## src/hdl/pwsf_pkg.sv

```systemverilog
package pwsf_pkg;

    localparam int FRAC_BITS   = 8;
    localparam int GAIN_W      = 16;
    localparam int ISUM_W      = 32;
    localparam int ILIM_W      = 31;
    localparam int PLIM_W      = 16;
    localparam int DRIVE_W     = 16;
    localparam int FF_LIMIT    = 500;
    localparam int EF_W        = 10;
    localparam int CFG_INDEX_W = 8;
    localparam int CFG_DATA_W  = 32;

    localparam logic signed [DRIVE_W-1:0] DRIVE_MIN_RST = 16'sh8000;
    localparam logic signed [DRIVE_W-1:0] DRIVE_MAX_RST = 16'sh7fff;

    typedef enum logic [CFG_INDEX_W-1:0] {
        REG_GAIN_P     = 8'd0,
        REG_GAIN_I     = 8'd1,
        REG_GAIN_D     = 8'd2,
        REG_GAIN_F     = 8'd3,
        REG_ILIMIT     = 8'd4,
        REG_PLIMIT     = 8'd5,
        REG_DRIVE_MIN  = 8'd6,
        REG_DRIVE_MAX  = 8'd7
    } cfg_reg_t;

    typedef struct packed {
        logic [GAIN_W-1:0]  gain_p;
        logic [GAIN_W-1:0]  gain_i;
        logic [GAIN_W-1:0]  gain_d;
        logic [GAIN_W-1:0]  gain_f;
        logic [ILIM_W-1:0]  integral_limit;
        logic [PLIM_W-1:0]  proportional_limit;
        logic [DRIVE_W-1:0] drive_min;
        logic [DRIVE_W-1:0] drive_max;
    } cfg_t;

endpackage

```

## src/hdl/pwsf_if.sv

```systemverilog
interface pwsf_sample_if #(
    parameter int SAMPLE_WIDTH = 16
);
    logic                           valid;
    logic                           ready;
    logic signed [SAMPLE_WIDTH-1:0] target;
    logic signed [SAMPLE_WIDTH-1:0] measured;

    modport source (output valid, output target, output measured, input ready);
    modport sink   (input valid, input target, input measured, output ready);
endinterface

interface pwsf_result_if;
    logic                                   valid;
    logic                                   ready;
    logic signed [pwsf_pkg::DRIVE_W-1:0]    drive;

    modport source (output valid, output drive, input ready);
    modport sink   (input valid, input drive, output ready);
endinterface

interface pwsf_cfg_if;
    logic                              valid;
    logic                              ready;
    logic [pwsf_pkg::CFG_INDEX_W-1:0]  index;
    logic [pwsf_pkg::CFG_DATA_W-1:0]   data;

    modport source (output valid, output index, output data, input ready);
    modport sink   (input valid, input index, input data, output ready);
endinterface

```

## src/hdl/pwsf_cfg_regs.sv

```systemverilog
module pwsf_cfg_regs (
    input  logic           clk,
    input  logic           rst_n,
    pwsf_cfg_if.sink       cfg,
    output pwsf_pkg::cfg_t regs
);

    pwsf_pkg::cfg_t cfg_reg;
    pwsf_pkg::cfg_t cfg_next;

    assign cfg.ready = 1'b1;
    assign regs      = cfg_reg;

    always_comb
    begin
        cfg_next = cfg_reg;
        if (cfg.valid)
        begin
            case (pwsf_pkg::cfg_reg_t'(cfg.index))
                pwsf_pkg::REG_GAIN_P:
                    cfg_next.gain_p = cfg.data[pwsf_pkg::GAIN_W-1:0];
                pwsf_pkg::REG_GAIN_I:
                    cfg_next.gain_i = cfg.data[pwsf_pkg::GAIN_W-1:0];
                pwsf_pkg::REG_GAIN_D:
                    cfg_next.gain_d = cfg.data[pwsf_pkg::GAIN_W-1:0];
                pwsf_pkg::REG_GAIN_F:
                    cfg_next.gain_f = cfg.data[pwsf_pkg::GAIN_W-1:0];
                pwsf_pkg::REG_ILIMIT:
                    cfg_next.integral_limit = cfg.data[pwsf_pkg::ILIM_W-1:0];
                pwsf_pkg::REG_PLIMIT:
                    cfg_next.proportional_limit = cfg.data[pwsf_pkg::PLIM_W-1:0];
                pwsf_pkg::REG_DRIVE_MIN:
                    cfg_next.drive_min = cfg.data[pwsf_pkg::DRIVE_W-1:0];
                pwsf_pkg::REG_DRIVE_MAX:
                    cfg_next.drive_max = cfg.data[pwsf_pkg::DRIVE_W-1:0];
                default:
                    cfg_next = cfg_reg;
            endcase
        end
    end

    always_ff @(posedge clk or negedge rst_n)
    begin
        if (!rst_n)
        begin
            cfg_reg <= '{
                gain_p:             '0,
                gain_i:             '0,
                gain_d:             '0,
                gain_f:             '0,
                integral_limit:     '0,
                proportional_limit: '0,
                drive_min:          pwsf_pkg::DRIVE_MIN_RST,
                drive_max:          pwsf_pkg::DRIVE_MAX_RST
            };
        end
        else
        begin
            cfg_reg <= cfg_next;
        end
    end

endmodule

```

## src/hdl/pwsf_datapath.sv

```systemverilog
module pwsf_datapath #(
    parameter int SAMPLE_WIDTH = 16
) (
    input  pwsf_pkg::cfg_t                          cfg,
    input  logic signed [SAMPLE_WIDTH-1:0]          target,
    input  logic signed [SAMPLE_WIDTH-1:0]          measured,
    input  logic signed [SAMPLE_WIDTH-1:0]          prev_target,
    input  logic signed [SAMPLE_WIDTH-1:0]          prev_measured,
    input  logic signed [pwsf_pkg::ISUM_W-1:0]      isum,
    output logic signed [pwsf_pkg::ISUM_W-1:0]      isum_new,
    output logic signed [pwsf_pkg::DRIVE_W-1:0]     drive
);

    localparam int EW = SAMPLE_WIDTH + 1;
    localparam int SW = ((EW > pwsf_pkg::ISUM_W) ? EW : pwsf_pkg::ISUM_W) + 1;
    localparam int CW = ((EW > pwsf_pkg::PLIM_W + 1) ? EW : pwsf_pkg::PLIM_W + 1) + 1;
    localparam int DW = (EW > pwsf_pkg::EF_W + 1) ? EW : pwsf_pkg::EF_W + 1;
    localparam int GW = pwsf_pkg::GAIN_W;
    localparam int PW = GW + CW;
    localparam int IW = GW + pwsf_pkg::ISUM_W;
    localparam int QW = GW + EW;
    localparam int FW = GW + pwsf_pkg::EF_W;
    localparam int AW = ((IW > PW) ? IW : PW) + 2;

    localparam logic signed [SW-1:0] I32_MAX = SW'(64'sh7fffffff);
    localparam logic signed [SW-1:0] I32_MIN = ~I32_MAX;
    localparam logic signed [DW-1:0] FF_POS  = DW'(pwsf_pkg::FF_LIMIT);
    localparam logic signed [DW-1:0] FF_NEG  = -FF_POS;

    logic signed [EW-1:0]               err;
    logic signed [SW-1:0]               sum_w;
    logic signed [SW-1:0]               sum_sat;
    logic signed [pwsf_pkg::ISUM_W-1:0] sum_32;
    logic signed [pwsf_pkg::ISUM_W-1:0] ilim_pos;
    logic signed [pwsf_pkg::ISUM_W-1:0] ilim_neg;
    logic signed [CW-1:0]               err_c;
    logic signed [CW-1:0]               plim_pos;
    logic signed [CW-1:0]               plim_neg;
    logic signed [CW-1:0]               ep;
    logic signed [EW-1:0]               ed;
    logic signed [EW-1:0]               dt;
    logic signed [DW-1:0]               dt_c;
    logic signed [DW-1:0]               ef_c;
    logic signed [pwsf_pkg::EF_W-1:0]   ef;
    logic signed [PW-1:0]               prod_p;
    logic signed [IW-1:0]               prod_i;
    logic signed [QW-1:0]               prod_d;
    logic signed [FW-1:0]               prod_f;
    logic signed [AW-1:0]               acc;
    logic signed [AW-1:0]               acc_sh;
    logic signed [AW-1:0]               dmin_w;
    logic signed [AW-1:0]               dmax_w;

    assign err = {target[SAMPLE_WIDTH-1], target} - {measured[SAMPLE_WIDTH-1], measured};

    // integrator: saturate at 32 bits, then optional symmetric clamp
    assign sum_w   = SW'(isum) + SW'(err);
    assign sum_sat = (sum_w < I32_MIN) ? I32_MIN : ((sum_w > I32_MAX) ? I32_MAX : sum_w);
    assign sum_32  = sum_sat[pwsf_pkg::ISUM_W-1:0];
    assign ilim_pos = {1'b0, cfg.integral_limit};
    assign ilim_neg = -ilim_pos;

    always_comb
    begin
        if (cfg.integral_limit == '0)
            isum_new = sum_32;
        else if (sum_32 < ilim_neg)
            isum_new = ilim_neg;
        else if (sum_32 > ilim_pos)
            isum_new = ilim_pos;
        else
            isum_new = sum_32;
    end

    assign err_c    = CW'(err);
    assign plim_pos = CW'({1'b0, cfg.proportional_limit});
    assign plim_neg = -plim_pos;

    always_comb
    begin
        if (cfg.proportional_limit == '0)
            ep = err_c;
        else if (err_c < plim_neg)
            ep = plim_neg;
        else if (err_c > plim_pos)
            ep = plim_pos;
        else
            ep = err_c;
    end

    assign ed = {prev_measured[SAMPLE_WIDTH-1], prev_measured}
              - {measured[SAMPLE_WIDTH-1], measured};

    assign dt   = {target[SAMPLE_WIDTH-1], target}
                - {prev_target[SAMPLE_WIDTH-1], prev_target};
    assign dt_c = DW'(dt);
    assign ef_c = (dt_c < FF_NEG) ? FF_NEG : ((dt_c > FF_POS) ? FF_POS : dt_c);
    assign ef   = ef_c[pwsf_pkg::EF_W-1:0];

    assign prod_p = $signed(cfg.gain_p) * ep;
    assign prod_i = $signed(cfg.gain_i) * isum_new;
    assign prod_d = $signed(cfg.gain_d) * ed;
    assign prod_f = $signed(cfg.gain_f) * ef;

    assign acc    = AW'(prod_p) + AW'(prod_i) + AW'(prod_d) + AW'(prod_f);
    assign acc_sh = acc >>> pwsf_pkg::FRAC_BITS;   // floor

    assign dmin_w = AW'($signed(cfg.drive_min));
    assign dmax_w = AW'($signed(cfg.drive_max));

    // low bound is checked first: with inverted bounds, values below it take the low bound, all others the high bound
    always_comb
    begin
        if (acc_sh < dmin_w)
            drive = cfg.drive_min;
        else if (acc_sh > dmax_w)
            drive = cfg.drive_max;
        else
            drive = acc_sh[pwsf_pkg::DRIVE_W-1:0];
    end

endmodule

```

## src/hdl/pid_with_setpoint_feedforward.sv

```systemverilog
// Path: sample register, then result register. Throughput: one sample
// per cycle unless the result is held back with both registers full; the
// integrator add/saturate/clamp loop and the four gain multipliers sit
// in one combinational pass between the sample and result registers.
// Reset (rst_n, async, active low) clears gains and limits, sets drive
// bounds to full range, and zeroes the integrator and previous samples.
module pid_with_setpoint_feedforward #(
    parameter int SAMPLE_WIDTH = 16
) (
    input  logic            clk,
    input  logic            rst_n,
    pwsf_sample_if.sink     sample,
    pwsf_result_if.source   result,
    pwsf_cfg_if.sink        cfg
);

    pwsf_pkg::cfg_t regs;

    logic                               s1_vld_reg, s1_vld_next;
    logic signed [SAMPLE_WIDTH-1:0]     s1_tgt_reg, s1_tgt_next;
    logic signed [SAMPLE_WIDTH-1:0]     s1_meas_reg, s1_meas_next;
    logic                               out_vld_reg, out_vld_next;
    logic signed [pwsf_pkg::DRIVE_W-1:0] drive_reg, drive_next;
    logic signed [pwsf_pkg::ISUM_W-1:0] isum_reg, isum_next;
    logic signed [SAMPLE_WIDTH-1:0]     prev_t_reg, prev_t_next;
    logic signed [SAMPLE_WIDTH-1:0]     prev_m_reg, prev_m_next;

    logic signed [pwsf_pkg::ISUM_W-1:0] isum_new;
    logic signed [pwsf_pkg::DRIVE_W-1:0] drive_calc;
    logic                               take;
    logic                               adv;

    pwsf_cfg_regs u_cfg (
        .clk   (clk),
        .rst_n (rst_n),
        .cfg   (cfg),
        .regs  (regs)
    );

    pwsf_datapath #(
        .SAMPLE_WIDTH (SAMPLE_WIDTH)
    ) u_dp (
        .cfg           (regs),
        .target        (s1_tgt_reg),
        .measured      (s1_meas_reg),
        .prev_target   (prev_t_reg),
        .prev_measured (prev_m_reg),
        .isum          (isum_reg),
        .isum_new      (isum_new),
        .drive         (drive_calc)
    );

    assign adv          = s1_vld_reg && (!out_vld_reg || result.ready);
    assign sample.ready = !s1_vld_reg || !out_vld_reg || result.ready;
    assign take         = sample.valid && sample.ready;

    assign result.valid = out_vld_reg;
    assign result.drive = drive_reg;

    always_comb
    begin
        s1_vld_next  = take ? 1'b1 : (adv ? 1'b0 : s1_vld_reg);
        out_vld_next = adv ? 1'b1 : (result.ready ? 1'b0 : out_vld_reg);
        s1_tgt_next  = take ? sample.target : s1_tgt_reg;
        s1_meas_next = take ? sample.measured : s1_meas_reg;
        drive_next   = adv ? drive_calc : drive_reg;
        // controller state moves only when the item leaves the sample stage
        isum_next    = adv ? isum_new : isum_reg;
        prev_t_next  = adv ? s1_tgt_reg : prev_t_reg;
        prev_m_next  = adv ? s1_meas_reg : prev_m_reg;
    end

    always_ff @(posedge clk or negedge rst_n)
    begin
        if (!rst_n)
        begin
            s1_vld_reg  <= 1'b0;
            out_vld_reg <= 1'b0;
            isum_reg    <= '0;
            prev_t_reg  <= '0;
            prev_m_reg  <= '0;
        end
        else
        begin
            s1_vld_reg  <= s1_vld_next;
            out_vld_reg <= out_vld_next;
            isum_reg    <= isum_next;
            prev_t_reg  <= prev_t_next;
            prev_m_reg  <= prev_m_next;
        end
    end

    always_ff @(posedge clk)
    begin
        s1_tgt_reg  <= s1_tgt_next;
        s1_meas_reg <= s1_meas_next;
        drive_reg   <= drive_next;
    end

endmodule

```

## src/flat_wrapper.sv

```systemverilog
// flat-port wrapper written by rule: the top's interface ports become plain ports
module pid_with_setpoint_feedforward_flat 
#(
    parameter int SAMPLE_WIDTH = 16
)
  (clk, rst_n, sample_valid, sample_target, sample_measured, sample_ready, result_valid, result_drive, result_ready, cfg_valid, cfg_index, cfg_data, cfg_ready);
  pwsf_sample_if #(.SAMPLE_WIDTH(SAMPLE_WIDTH)) sample_i ();
  pwsf_result_if result_i ();
  pwsf_cfg_if cfg_i ();
  input  logic clk;
  input  logic rst_n;
  input wire logic [$bits(sample_i.valid)-1:0] sample_valid;
  input wire logic [$bits(sample_i.target)-1:0] sample_target;
  input wire logic [$bits(sample_i.measured)-1:0] sample_measured;
  output wire logic [$bits(sample_i.ready)-1:0] sample_ready;
  output wire logic [$bits(result_i.valid)-1:0] result_valid;
  output wire logic [$bits(result_i.drive)-1:0] result_drive;
  input wire logic [$bits(result_i.ready)-1:0] result_ready;
  input wire logic [$bits(cfg_i.valid)-1:0] cfg_valid;
  input wire logic [$bits(cfg_i.index)-1:0] cfg_index;
  input wire logic [$bits(cfg_i.data)-1:0] cfg_data;
  output wire logic [$bits(cfg_i.ready)-1:0] cfg_ready;
  assign sample_i.valid = sample_valid;
  assign sample_i.target = sample_target;
  assign sample_i.measured = sample_measured;
  assign sample_ready = sample_i.ready;
  assign result_valid = result_i.valid;
  assign result_drive = result_i.drive;
  assign result_i.ready = result_ready;
  assign cfg_i.valid = cfg_valid;
  assign cfg_i.index = cfg_index;
  assign cfg_i.data = cfg_data;
  assign cfg_ready = cfg_i.ready;
  pid_with_setpoint_feedforward #(.SAMPLE_WIDTH(SAMPLE_WIDTH)) u_core (.clk(clk), .rst_n(rst_n), .sample(sample_i), .result(result_i), .cfg(cfg_i));
endmodule
```

## config.mk

```make
export PLATFORM = sky130hd
export DESIGN_NAME = pid_with_setpoint_feedforward_flat
export DESIGN_NICKNAME = d
export VERILOG_FILES = /design/src/hdl/pwsf_pkg.sv /design/src/hdl/pwsf_if.sv /design/src/hdl/pwsf_cfg_regs.sv /design/src/hdl/pwsf_datapath.sv /design/src/hdl/pid_with_setpoint_feedforward.sv /design/src/flat_wrapper.sv
export SDC_FILE = /design/constraint.sdc
export NUM_CORES = 2
export LEC_CHECK = 0
export BUFFER_PORTS_ARGS = -buffer_cell sky130_fd_sc_hd__buf_4
export CAP_MARGIN = 20
export CORE_ASPECT_RATIO = 1.1
export CORE_MARGIN = 2
export CORE_UTILIZATION = 30
export CTS_BUF_LIST = sky130_fd_sc_hd__clkbuf_8
export DETAILED_ROUTE_END_ITERATION = 10
export GPL_ROUTABILITY_DRIVEN = 0
export RECOVER_POWER = 100
export SLEW_MARGIN = 30
export SYNTH_ARGS = -nofsm -noshare
export SYNTH_HDL_FRONTEND = slang
export SYNTH_HIERARCHICAL = 1
export SYNTH_SLANG_ARGS = --single-unit
export TNS_END_PERCENT = 100
```

## constraint.sdc

```tcl
create_clock -name clk -period 17.39 [get_ports clk]
set_input_delay 1.739 -clock clk [delete_from_list [all_inputs] [get_ports clk]]
set_output_delay 1.739 -clock clk [all_outputs]
set_load 0.02 [all_outputs]
```

# Word-level counts from Yosys, hierarchy flattened
# Cells that the tools add are included.
[op_classes] addsub=9 reduce_logical=20 order_cmp=10 muxes=16 n_eq_ne=7 multipliers=4
[ops] cell="32-bit two-way mux" count=5
[ops] cell="18-bit two-way mux" count=3
[ops] cell="16-bit by 16-bit subtractor with 17-bit output" count=3
[ops] cell="49-bit by 33-bit adder with 50-bit output" count=1
[ops] cell="50-bit by 26-bit adder with 50-bit output" count=1
[ops] cell="34-bit by 48-bit adder with 49-bit output" count=1
[ops] cell="16-bit by 32-bit multiplier with 48-bit output" count=1
[ops] cell="42-bit by 16-bit > comparator with 1-bit output" count=1
[ops] cell="42-bit by 16-bit less-than comparator with 1-bit output" count=1
[ops] cell="16-bit by 18-bit multiplier with 34-bit output" count=1
[ops] cell="32-bit by 17-bit adder with 33-bit output" count=1
[ops] cell="33-bit by 32-bit > comparator with 1-bit output (second input constant)" count=1
[ops] cell="33-bit by 32-bit less-than comparator with 1-bit output (second input constant)" count=1
[ops] cell="16-bit by 17-bit multiplier with 33-bit output" count=1
[ops] cell="8-bit by 3-bit equality test with 1-bit output (second input constant)" count=4
[ops] cell="32-bit > comparator" count=1
[ops] cell="32-bit less-than comparator" count=1
[ops] cell="16-bit two-way mux" count=2
[ops] cell="31-bit negation with 32-bit output" count=1
[ops] cell="31-bit logical NOT" count=1
[ops] cell="16-bit by 10-bit multiplier with 26-bit output" count=1
[ops] cell="10-bit two-way mux" count=2
[ops] cell="17-bit by 18-bit less-than comparator with 1-bit output" count=1
[ops] cell="16-bit negation with 18-bit output" count=1
[ops] cell="13 further kinds" count=29
[totals] regBits=257 out_inout_bits=19 elab_cells=82

# Logic depth before layout (Yosys ltp)
[logic_depth] ltp_word=16 depth_mapped=79 ltp_nobuf=75

# Hierarchy
# Netlist, hierarchy kept.
[by_module_without_submodules] mod="pwsf_datapath" instances=1 area_each_um2=59209.3 seq_area_each_um2=0.0 cells_per_inst=6693
[by_module_without_submodules] mod="pwsf_cfg_regs" instances=1 area_each_um2=5446.5 seq_area_each_um2=3598.5 cells_per_inst=315
[by_module_without_submodules] mod="pid_with_setpoint_feedforward" instances=1 area_each_um2=4135.2 seq_area_each_um2=3093.0 cells_per_inst=192

# Worst setup path before layout
# No wires, ideal clock.
[synth_timing] path_kind="register to register" from="register u_core.s1_meas_reg[0]" to="register u_core.drive_reg, in the netlist u_core/result.drive[10], data pin" period_less_slack_ns=17.818 setup_slack_ns=-0.428 t_arrival_ns=17.553 stages_incl_launch_ff=69 required_ns=17.125 cell_sequence="edfxtp_1 -> ha_1 -> fa_1 -> nor2b_1 -> o31a_1 -> o211ai_1 -> o21bai_1 -> nand2_1 -> a221o_1 -> ha_1 -> a21o_1 -> a2111oi_0 -> a22o_1 -> a31oi_1 -> or2_2 -> buf_2 -> a21oi_1 -> clkbuf_1 -> [33 not listed] -> nor3_1 -> nor4_1 -> o41ai_1 -> a41o_1 -> a21oi_1 -> xnor2_1 -> ha_1 -> and3_1 -> a221oi_1 -> o21ai_0 -> a221oi_1 -> nor2_1 -> a2111oi_0 -> nand3_1 -> nand2_1 -> clkbuf_1 -> mux2i_1 -> mux2i_1"
[synth_via] elab_chain_len=16 elab_cells_between_ends=27
[synth_rtl] item="start: declaration" line="pid_with_setpoint_feedforward.sv:21" source="logic signed [SAMPLE_WIDTH-1:0] s1_meas_reg, s1_meas_next;"
[synth_rtl] item="start signal: assignment" line="pid_with_setpoint_feedforward.sv:96" source="s1_meas_reg <= s1_meas_next;"
[synth_rtl] item="16-bit by 16-bit subtractor with 17-bit output (*)" line="pwsf_datapath.sv:54" source="assign err = {target[SAMPLE_WIDTH-1], target} - {measured[SAMPLE_WIDTH-1], measured};"
[synth_rtl] item="32-bit by 17-bit adder with 33-bit output (*)" line="pwsf_datapath.sv:57" source="assign sum_w = SW'(isum) + SW'(err);"
[synth_rtl] item="33-bit by 32-bit > comparator with 1-bit output" line="pwsf_datapath.sv:58" source="assign sum_sat = (sum_w < I32_MIN) ? I32_MIN : ((sum_w > I32_MAX) ? I32_MAX : sum_w);"
[synth_rtl] item="32-bit two-way mux" line="pwsf_datapath.sv:58"
[synth_rtl] item="32-bit two-way mux (*)" line="pwsf_datapath.sv:58"
[synth_rtl] item="32-bit > comparator" line="pwsf_datapath.sv:69" source="else if (sum_32 > ilim_pos)"
[synth_rtl] item="32-bit two-way mux" line="pwsf_datapath.sv:69"
[synth_rtl] item="32-bit two-way mux" line="pwsf_datapath.sv:67" source="else if (sum_32 < ilim_neg)"
[synth_rtl] item="[1 not listed]"
[synth_rtl] item="via u_core.isum_new (one bit)" line="pid_with_setpoint_feedforward.sv:28" source="logic signed [pwsf_pkg::ISUM_W-1:0] isum_new;"
[synth_rtl] item="16-bit by 32-bit multiplier with 48-bit output (*)" line="pwsf_datapath.sv:101" source="assign prod_i = $signed(cfg.gain_i) * isum_new;"
[synth_rtl] item="34-bit by 48-bit adder with 49-bit output (*)" line="pwsf_datapath.sv:105" source="assign acc = AW'(prod_p) + AW'(prod_i) + AW'(prod_d) + AW'(prod_f);"
[synth_rtl] item="49-bit by 33-bit adder with 50-bit output (*)" line="pwsf_datapath.sv:105"
[synth_rtl] item="50-bit by 26-bit adder with 50-bit output (*)" line="pwsf_datapath.sv:105"
[synth_rtl] item="42-bit by 16-bit > comparator with 1-bit output" line="pwsf_datapath.sv:116" source="else if (acc_sh > dmax_w)"
[synth_rtl] item="16-bit two-way mux" line="pwsf_datapath.sv:116"
[synth_rtl] item="16-bit two-way mux (*)" line="pwsf_datapath.sv:114" source="if (acc_sh < dmin_w)"
[synth_rtl] item="via u_core.drive_calc (one bit)" line="pid_with_setpoint_feedforward.sv:29" source="logic signed [pwsf_pkg::DRIVE_W-1:0] drive_calc;"
[synth_rtl] item="end signal: assignment" line="pid_with_setpoint_feedforward.sv:97" source="drive_reg <= drive_next;"
[synth_rtl] item="end: declaration" line="pid_with_setpoint_feedforward.sv:23" source="logic signed [pwsf_pkg::DRIVE_W-1:0] drive_reg, drive_next;"
# The timed path passes the listed nets; every way through them passes the cells marked *.
# A chain may end at the register's enable or synchronous reset.

# Worst setup path after layout
[layout_timing] from="register u_core.s1_meas_reg[0]" to="register u_core.drive_reg, in the netlist u_core/result.drive[7], data pin"
# The elaborated chain is that of the path after synthesis.

==> impl_summary.md <==
Status
The flow ran to the end, but the final reports show violations. The final reports fail on capacitance limit, slew limit, setup timing.

Floorplan
The initial utilization of the core area, before any placement, comes to 30.15%. In this run the count of I/O pins placed on the die edge is 96. The die is 460.6 microns wide. The floorplan step set the die height to 506.2 microns.

In this run the standard cell core region covers 0.2281 sq mm. The floorplan has 184 rows. The floorplan step defined a die boundary enclosing 0.2332 sq mm.

STA
Derived from the worst setup path, the maximum achievable clock frequency is 0.05592 GHz. The final max-slew violation count came to 364. The number of setup violations in the final report is 16. The pin slew with the least headroom to its limit is 5.366 ns.

The minimum clock period is 17.88 ns. The total count of hold-check failures in the final report is 0. The worst clock skew on the final layout is 0.04801 ns.

Setup repair after global routing could not meet its margin everywhere. The worst slew margin relative to its limit is -257.7%. The worst setup slack after layout is -0.4933 ns. The final critical path takes up 102.8% of the cycle.

Synth
The flop and latch count out of synthesis is 257. The distinct cell type count after synthesis is 104. The cell count after synthesis is 7,200.

Counting flops with a built-in enable in the synthesized netlist gives 48. The post-synthesis net count is 9,271. Sorting the synthesized cells by area gives the leading types as sky130_fd_sc_hd__fa_1 (44%), sky130_fd_sc_hd__inv_1 (9.5%), sky130_fd_sc_hd__ha_1 (9.0%). The predominant post-synthesis flop cell is sky130_fd_sc_hd__dfrtp_1. The synthesized design spends more area on one cell type than any other, namely sky130_fd_sc_hd__fa_1.

The synthesized netlist occupies a cell area of 0.06879 sq mm. The top cell type by area accounts for 43.56% of the synthesized area. The sequential element share of the synthesized area is 9.727%.

The synthesized area per cell is 9.554 sq um. The share of synthesized flip-flops with an asynchronous set or reset is 81.32%. The Yosys step of the flow raised 6 warnings.

Worst setup path
The setup path with the least slack is of type reg -> reg. The biggest cell delay along the critical path is 0.63 ns. For the worst setup path, the data required time is 17.91 ns.

The worst setup path is launched from a flip-flop. The endpoint kind of the worst setup timing path is a flip-flop. The most prevalent standard cell on the critical path is sky130_fd_sc_hd__buf_4. Measured in cells, the most critical reg-to-reg path has a length of 81.

STA puts the critical path data arrival time at 18.40 ns. The slowest stage of the critical path belongs to the cell sky130_fd_sc_hd__or4_4. Along the worst path, the maximum fanout reaches 7.

Min path
Along the worst hold path, the cell count comes to 1. The worst min-delay path class is reg -> reg.

Route
The first-iteration detailed-routing DRC count is 3,600. Using the TritonRoute via totals, the vias-per-cell ratio works out to 4.835. The residual DRC count is 0. The routed wire length is 219,600 microns. Before antenna repair, the detailed router went through 8 iterations. In the final routed layout, each cell accounts on average for 19.91 microns. Detailed routing inserted a total of 53,340 vias. The number of nets with antenna violations after detailed routing is 0.

Finish
From synthesis to final layout, the design area changed by 18.21%. The layout filler cell count is 22,840. The footprint of the multi-input gates is 0.05587 sq mm.

The library cell used most frequently in the layout, excluding fill and tap cells, is sky130_fd_sc_hd__inv_1. The flip-flop count of the largest register after layout is 143. After routing the design area is 0.08132 sq mm. The area occupied by registers is 0.006694 sq mm.

The layout net count is 9,984. In the final layout, the share of cells above drive strength 1 is 19.01%. In the layout the commonest cells are sky130_fd_sc_hd__inv_1 (1,732), sky130_fd_sc_hd__fa_1 (1,481), sky130_fd_sc_hd__nand2_1 (832).

GRT
The total overflow left after global routing is 0. The via count of the first global-routing pass came to 59,860. The global-route usage over all layers is 19.14%. The number of antenna violations at the first check in global routing came to 23. The wire length of the first global-routing pass is 344,600 microns. Entering global routing, the biggest net connects 125 pins.

Place
The final HPWL from detailed placement is 185,100 microns. The placed instances occupy a cell area of 0.07807 sq mm. The count of input and output buffers is 93.

Clock tree
The CTS tree is yes. The clock transition at the registers of the reported paths is 0.06 ns. The maximum clock insertion buffer count is 3.

The cell sitting at the root of the clock tree is a sky130_fd_sc_hd__clkbuf_8. The H-tree was split into 2 levels. The clock net in this run drives a total of 257 sinks. The number of hold buffers added after CTS was 0. The number of clock buffers added by TritonCTS is 55. At the later pin of the worst-skew pair, clock insertion delay measures 0.76 ns.

Flow run
The max-capacitance violation count is 10.
## cell type report
| cell class | instances | area share, % |
|---|---|---|
| Inverter | 1742 | 8.044 |
| Sequential cell | 257 | 8.232 |
| Antenna cell | 5 | 0.01539 |
| Multi-Input combinational cell | 4938 | 68.70 |
| Clock buffer | 68 | 1.151 |
| Clock inverter | 35 | 0.3954 |
| Timing Repair Buffer | 919 | 8.741 |
| Tap cell | 3069 | 4.722 |
## cells in the mapped netlist (all sizes together) (8+ instances only)
library cell	n
xnor2	115
and3	42
a221o	24
nor3b	12
buf	84
o31ai	8
nand4	49
a211o	9
o21a	26
and4	10
or4	8
nor2	158
a21oi	176
a31oi	24
nand3b	11
o211ai	15
nand2	840
clkbuf	180
dfstp	16
mux2i	32
or3	23
nor3	82
nor2b	55
nand3	84
a21boi	16
edfxtp	48
a221oi	16
ha	497
mux2	223
fa	1497
inv	1741
o21bai	21
a21o	92
o41ai	9
xor2	44
nand2b	50
and2	363
o21ai	124
a211oi	27
o31a	9
a22oi	10
nor4	19
or2	35
dfrtp	193
## routing by layer
metal / track usage (%) / wire length [microns] / vias to the layer above
li1: - / - / 23420
met2: 32.17 / 104800 / 1851
met5: 0 / 157 / -
met4: 9.782 / 13280 / 26
met3: 3.022 / 14650 / 532
met1: 23.69 / 86740 / 27520
## worst max-delay path, delay by kind of cell, from the launching register on
| family | cells | cell delay, ns |
|---|---|---|
| fa+ha+maj | 15 | 6.07 |
| buf+inv | 24 | 2.88 |
| flops | 1 | 0.40 |
| xor+xnor | 2 | 0.26 |
| mux | 2 | 0.36 |
| compound gates | 15 | 2.86 |
| simple gates | 23 | 4.76 |
## worst paths after layout
path / start / to / slack, ns
min in group asynchronous: rst_n / u_core/u_cfg/regs[99]$_DFFE_PN0P_ / 2.93
worst max register to register: u_core/s1_meas_reg[0]$_DFFE_PP_ / u_core/result.drive[7]$_DFFE_PP_ / -0.49
worst min register to register: u_core/s1_tgt_reg[0]$_DFFE_PP_ / u_core/prev_t_reg[0]$_DFFE_PN0P_ / 0.49
worst min-delay path: u_core/s1_tgt_reg[0]$_DFFE_PP_ / u_core/prev_t_reg[0]$_DFFE_PN0P_ / 0.49
max in group asynchronous: rst_n / u_core/u_cfg/regs[125]$_DFFE_PN0P_ / 5.72
worst max-delay path: u_core/s1_meas_reg[0]$_DFFE_PP_ / u_core/result.drive[7]$_DFFE_PP_ / -0.49
## cells by family after synthesis
group	count (synthesis)	share of synthesized area, %
other	1	0.005451
AND/OR/NAND/NOR	1845	13.20
AO/OA/AOI/OAI	678	6.748
XOR/XNOR	159	2.035
adder cells (fa/ha/maj)	1999	52.68
flip-flops	257	9.727
buffers and inverters	2006	11.22
multiplexers	255	4.394
## metrics by stage
stage | setup TNS, ns | setup WS [ns] | utilization [%] | hold WS, ns | instances
finish | -6.581 | -0.4933 | 35.64 | 0.4946 | 11030
global route | -15.16 | -1.010 | 35.64 | 0.5092 | 11030
CTS | -4.022 | -0.3171 | 35.35 | 0.4973 | 11000
detailed placement | -31.93 | -2.115 | 34.22 | 0.4756 | 10850
global placement | -28.76 | -1.925 | 34.19 | 0.4750 | 10850
floorplan | 0 | 0.05279 | - | 0.4596 | 7200
## timing repair
item / 4_1_cts / 5_1_grt
gates resized for setup: 197 / 152
cloned: 3 / 2
pin swaps: 68 / 79
endpoints found under the setup margin: 16 / 16
setup buffers: 41 / 29
Power is left out: the tool's default activity adds up to more than one toggle a clock period on the data nets, which glitch-free logic cannot reach.
